===== src/rtl/spq_pkg.sv =====
package spq_pkg;

    // Queue depth and derived widths
    localparam int CAPACITY = 64;
    localparam int CNT_W    = $clog2(CAPACITY + 1);
    localparam int DATA_W   = 32;

    // Stream word widths (padded to whole bytes)
    localparam int S_TDATA_W = 72;
    localparam int M_TDATA_W = 144;

    // Operation codes
    localparam logic [1:0] OP_ENQ  = 2'd0;
    localparam logic [1:0] OP_DEQ  = 2'd1;
    localparam logic [1:0] OP_PEEK = 2'd2;

    // Status codes
    localparam logic [1:0] ST_OK        = 2'd0;
    localparam logic [1:0] ST_OVERFLOW  = 2'd1;
    localparam logic [1:0] ST_UNDERFLOW = 2'd2;

    // One stored element
    typedef struct packed {
        logic signed [DATA_W-1:0] value;
        logic signed [DATA_W-1:0] prio;
    } entry_t;

    // Per-cell control broadcast from the queue controller
    typedef struct packed {
        logic enq;       // insert the broadcast item this cycle
        logic deq;       // shift every cell toward the front
        logic occupied;  // this cell holds a live element
        logic at_tail;   // this cell is the first free slot
    } cell_ctrl_t;

endpackage


===== src/rtl/spq_cell.sv =====
module spq_cell (
    input  logic                aclk,
    input  spq_pkg::cell_ctrl_t ctrl,
    input  spq_pkg::entry_t     item,
    input  logic                prev_greater,
    input  spq_pkg::entry_t     prev_entry,
    input  spq_pkg::entry_t     next_entry,
    output logic                greater,
    output spq_pkg::entry_t     entry_q
);

    spq_pkg::entry_t entry_reg;
    spq_pkg::entry_t entry_next;

    // New item outranks the element held here
    assign greater = ctrl.occupied && (item.prio > entry_reg.prio);

    // Insert: take from the neighbor ahead when it moves back, load the item at the
    // insertion point. Remove: take from the neighbor behind.
    always_comb begin
        entry_next = entry_reg;
        if (ctrl.enq) begin
            if (prev_greater) begin
                entry_next = prev_entry;
            end else if (greater || ctrl.at_tail) begin
                entry_next = item;
            end
        end else if (ctrl.deq) begin
            entry_next = next_entry;
        end
    end

    always_ff @(posedge aclk) begin
        entry_reg <= entry_next;
    end

    assign entry_q = entry_reg;

endmodule


===== config.mk =====
export PLATFORM = sky130hd
export DESIGN_NAME = spq_cell
export DESIGN_NICKNAME = d
export VERILOG_FILES = /design/src/rtl/spq_pkg.sv /design/src/rtl/spq_cell.sv
export SDC_FILE = /design/constraint.sdc
export NUM_CORES = 1
export LEC_CHECK = 0
export ABC_AREA = 1
export BUFFER_PORTS_ARGS = -buffer_cell sky130_fd_sc_hd__buf_4
export CORE_UTILIZATION = 35
export CTS_CLUSTER_DIAMETER = 80
export DETAILED_ROUTE_END_ITERATION = 12
export MAX_ROUTING_LAYER = met4
export PLACE_DENSITY = 0.78
export SYNTH_ARGS = -nofsm -noshare
export SYNTH_HDL_FRONTEND = slang
export SYNTH_SLANG_ARGS = --single-unit

===== constraint.sdc =====
create_clock -name aclk -period 7.37 [get_ports aclk]
set_input_delay 0 -clock aclk [delete_from_list [all_inputs] [get_ports aclk]]
set_output_delay 0 -clock aclk [all_outputs]
set_load 0.02 [all_outputs]

==> After elaboration in Yosys (flattened, before gate mapping) <==
Cells that the tools add are included.
{ "word_totals": {"register_bits": 64, "inputBits": 198, "out_inout_bits": 65} }
{ "op_classes": {"magnitude_cmp": 1, "n_eq_ne": 1, "n_mux": 4, "reduce_logical": 4} }
{ "op_table": {"columns": ["cell", "n"], "rows": [
  ["64-bit two-way mux", 4],
  ["32-bit > comparator", 1],
  ["3-bit by 1-bit inequality test with 1-bit output (second input constant)", 1],
  ["2-bit AND reduction", 1],
  ["2-bit nonzero test", 1],
  ["1-bit logical AND", 1],
  ["1-bit logical OR", 1]
]} }

==> Longest topological paths before layout <==
{ "logic_depth": {"ltp_word": 6, "depth_mapped": 16, "ltp_nobuf": 16} }

==> Worst setup path after synthesis <==
OpenSTA, ideal clock, no wires.
{ "synth_path": {"kind": "register to register", "from": "register entry_reg (netlist bit entry_q[31])", "to": "register entry_reg (netlist bit entry_q[0]), enable pin", "setup_ps": 444, "arrival_ps": 3322, "slack_ps": 3604, "stages_incl_launch_ff": 11, "path_buffers": 0, "synth_period_minus_slack_ps": 3766, "cell_sequence": "edfxtp_1 > inv_1 > ha_1 > a21oi_1 > o21a_1 > nand2_1 > a21oi_1 > nand2_1 > nand2_1 > nand3_2 > a21oi_2"} }
{ "synth_via": {"elab_chain_len": 5} }
{ "synth_lines": {"columns": ["element", "line", "rtl"], "rows": [
  ["from (decl)", "spq_cell.sv:12", "spq_pkg::entry_t entry_reg;"],
  ["from (signal assigned)", "spq_cell.sv:34", "entry_reg <= entry_next;"],
  ["32-bit > comparator", "spq_cell.sv:16", "assign greater = ctrl.occupied && (item.prio > entry_reg.prio);"],
  ["1-bit logical AND", "spq_cell.sv:16", null],
  ["1-bit logical OR", "spq_cell.sv:25", "end else if (greater || ctrl.at_tail) begin"],
  ["3-bit by 1-bit inequality test with 1-bit output (no source line)", null, null],
  ["2-bit AND reduction (no source line)", null, null]
]} }
Every way passes these cells.
A chain may end at the register's enable or synchronous reset.

==> Worst setup path in the final report <==
{ "layout_path": {"from": "register entry_reg (netlist bit entry_q[15])", "to": "register entry_reg (netlist bit entry_q[18]), enable pin"} }
The elaborated chain is that of the path after synthesis.

==> impl_metrics.env <==
export IMPL_status="complete, no violations"
export IMPL_syn_inst=501
export IMPL_place_ws_ps=4110
export IMPL_power_density_nw_per_um2=182
export IMPL_dp_hpwl_um=9470
export IMPL_core_um2=11400
export IMPL_crit_fanout=36
export IMPL_fin_crit_sh_pct=43.1
export IMPL_grt_ovfl_total=0
export IMPL_register_area_um2=1920
export IMPL_drv_slew=0
export IMPL_place_gp_congestion=0.824
export IMPL_ys_seq_area_share_pct=47.1
export IMPL_multi_input_area_um2=1880
export IMPL_relSlewSlack_pct=24.6
export IMPL_antenna_found_initial=0
export IMPL_max_freq_mhz=314
export IMPL_yosysWarningCount=0
export IMPL_reg2reg_slack_ps=4190
export IMPL_report_final_setup_viol=0
export IMPL_fin_tns_setup_ps=0
export IMPL_synth_area_um2=4080
export IMPL_cts_sinks=64
export IMPL_reg2reg_from="entry_q[15]"
export IMPL_die_w_um=110
export IMPL_dr_pass1_iters=4
export IMPL_drt_wl_total_um=13900
export IMPL_num_antenna_cells=0
export IMPL_crit_reg2reg_capture="entry_q[18]"
export IMPL_worstSetupPathType="register to register"
export IMPL_htreeDepth=3
export IMPL_cts_root_buf="clkbuf_16"
export IMPL_rsz0062_at_grt="no"
export IMPL_p_total_mw=1.27
export IMPL_ys_seq_elements=64
export IMPL_grt_use_total_pct=22.7
export IMPL_ys_types=22
export IMPL_wl_per_cell_um=14.6
export IMPL_pin_count=263
export IMPL_start_util_pct=35.9
export IMPL_startpoint="entry_q[15]"
export IMPL_final_util_pct=61.2
export IMPL_slowest_stage="a21oi_4"
export IMPL_worst_r2r_path_depth=12
export IMPL_grt_pass1_wl_um=20100
export IMPL_worst_slew_pin_slew_ps=1130
export IMPL_crit_path_end_kind="register"
export IMPL_areaGrowthSynthToFinish_pct=70.6
export IMPL_rows=39
export IMPL_arrival_ps=3140
export IMPL_largest_reg_flops=64
export IMPL_hold_viol_final=0
export IMPL_nets=1031
export IMPL_insertion_delay_ps=320
export IMPL_drtAntennaViolNets=0
export IMPL_drc=0
export IMPL_path_cells="inv_1, ha_1, a21oi_1, o21ai_0, a21oi_1, nand2_1, nand2_1, nand2_1, nand2_1, nand3_2, a21oi_4, buf_4"
export IMPL_syn_area_per_cell_um2=8.14
export IMPL_clock_path_buffers=2
export IMPL_drt_iter0_markers=193
export IMPL_required_ps=7330
export IMPL_via_per_inst=4.80
export IMPL_worst_setup_path_start_kind="register"
export IMPL_drive_above_1_share_pct=35.2
export IMPL_cts_tree="done"
export IMPL_hold_class="input port to register"
export IMPL_crit_path_frequent_cell="nand2_1"
export IMPL_first_global_vias=4364
export IMPL_design_die_area_um2=12100
export IMPL_fp_dieH_um=110
export IMPL_max_stage_delay_ps=770
export IMPL_ir_worst_vdd_mv=0.0981
export IMPL_p_leak_nw=3.35
export IMPL_layout_min_cycle_time_ps=3180
export IMPL_grt_start_max_net_pins=67
export IMPL_fillers=1026
export IMPL_drv_cap=0
export IMPL_syn_nets=731
export IMPL_holdWs_ps=12.3
export IMPL_cts_resized=0
export IMPL_path_clk_slew_ps=50
export IMPL_skew_ps=5.25
export IMPL_fin_ws_ps=4190
export IMPL_io_buffers=262
export IMPL_critPathCapture="entry_q[18]"
export IMPL_vias=4558
export IMPL_cts_buffers_inserted=9
per-layer routing:
layer	track usage (%)	part of all wire [%]
met5	-	0
met4	6.10	1.7
met3	4.88	7.0
met2	41.2	52
met1	25.1	40
layout make-up:
cell class / instances / area share (%)
clock buffers: 12 / 3.40
inverters: 45 / 2.43
well taps: 143 / 2.57
repair buffers: 316 / 36.0
flip-flops and latches: 64 / 27.6
clock inverters: 4 / 0.989
multi-input cells: 365 / 27.1
synthesized netlist by cell type:
library cell  instances  area (µm²)
ha_1                 32         400
nor2_2                2        12.5
inv_1                43         161
buf_2                10        50.1
edfxtp_1             64        1920
nand2_1             103         387
o21ai_1              16        80.1
o21ai_0             114         571
nor3_1                1        5.00
a21oi_2               1        8.76
a21o_1                1        7.51
nand4_2               1        12.5
o21a_1                2        15.0
nand3_1               2        10.0
nand2_2               1        6.26
nand4_1               1        6.26
clkbuf_1             17        63.8
nor2_1               73         274
clkinv_1              1        3.75
nand3_2               1        10.0
a21oi_1              14        70.1
inv_2                 1        3.75
through the flow:
stage                     instance area (µm²)  std cells
after floorplan                          4080        501
after global placement                   6130        881
after detailed placement                 6130        881
after CTS                                6950        948
after global routing                     6960        949
final                                    6960        949
how the worst min path moves through the flow:
stage | cells past startpoint | endpoint | start | slack [ps]
2_1_floorplan | 2 | entry_q[0] | next_entry[0] | 190
3_3_place_gp | 3 | entry_q[57] | next_entry[57] | 280
3_5_place_dp | 3 | entry_q[56] | next_entry[56] | 280
4_1_cts | 3 | entry_q[43] | next_entry[43] | 0.8
5_1_grt | 3 | entry_q[26] | prev_entry[26] | 10
6_report | 3 | entry_q[61] | next_entry[61] | 10
report_power, final:
group          total, mW  switching [mW]  internal (mW)  leakage (nW)
registers          0.466          0.0153          0.451         0.652
logic              0.363           0.185          0.178          2.54
clock network      0.439           0.144          0.295         0.148
layout by cell type (no fill, tap or decap), drive strengths merged:
cell         instances
o21a                 2
clkinv               3
nand2              104
clkbuf              12
buf                264
edfxtp              64
nor3                 1
a21o                 1
a21oi               15
ha                  32
dlygate4sd3         52
nand3                3
nand4                2
bufinv               2
nor2                75
o21ai              130
inv                 44
cell families after synthesis:
kind of cell / synth area share, %
adder cells (fa/ha/maj): 9.81
buffers and inverters: 6.93
AO/OA/AOI/OAI: 18.4
flip-flops: 47.1
AND/OR/NAND/NOR: 17.7
worst max-delay path: cells and delay by family, from the launching register on:
| kind | cells | cell delay, ps |
|---|---|---|
| buf+inv | 2 | 620 |
| simple gates | 5 | 390 |
| flops | 1 | 400 |
| fa+ha+maj | 1 | 230 |
| compound gates | 4 | 1170 |
repair_timing:
action / CTS / global route
endpoints found under the hold margin: 51 / 1
hold buffers: 51 / 1
setup buffers: 0 / 0
Power figures use the tool's default switching activity.
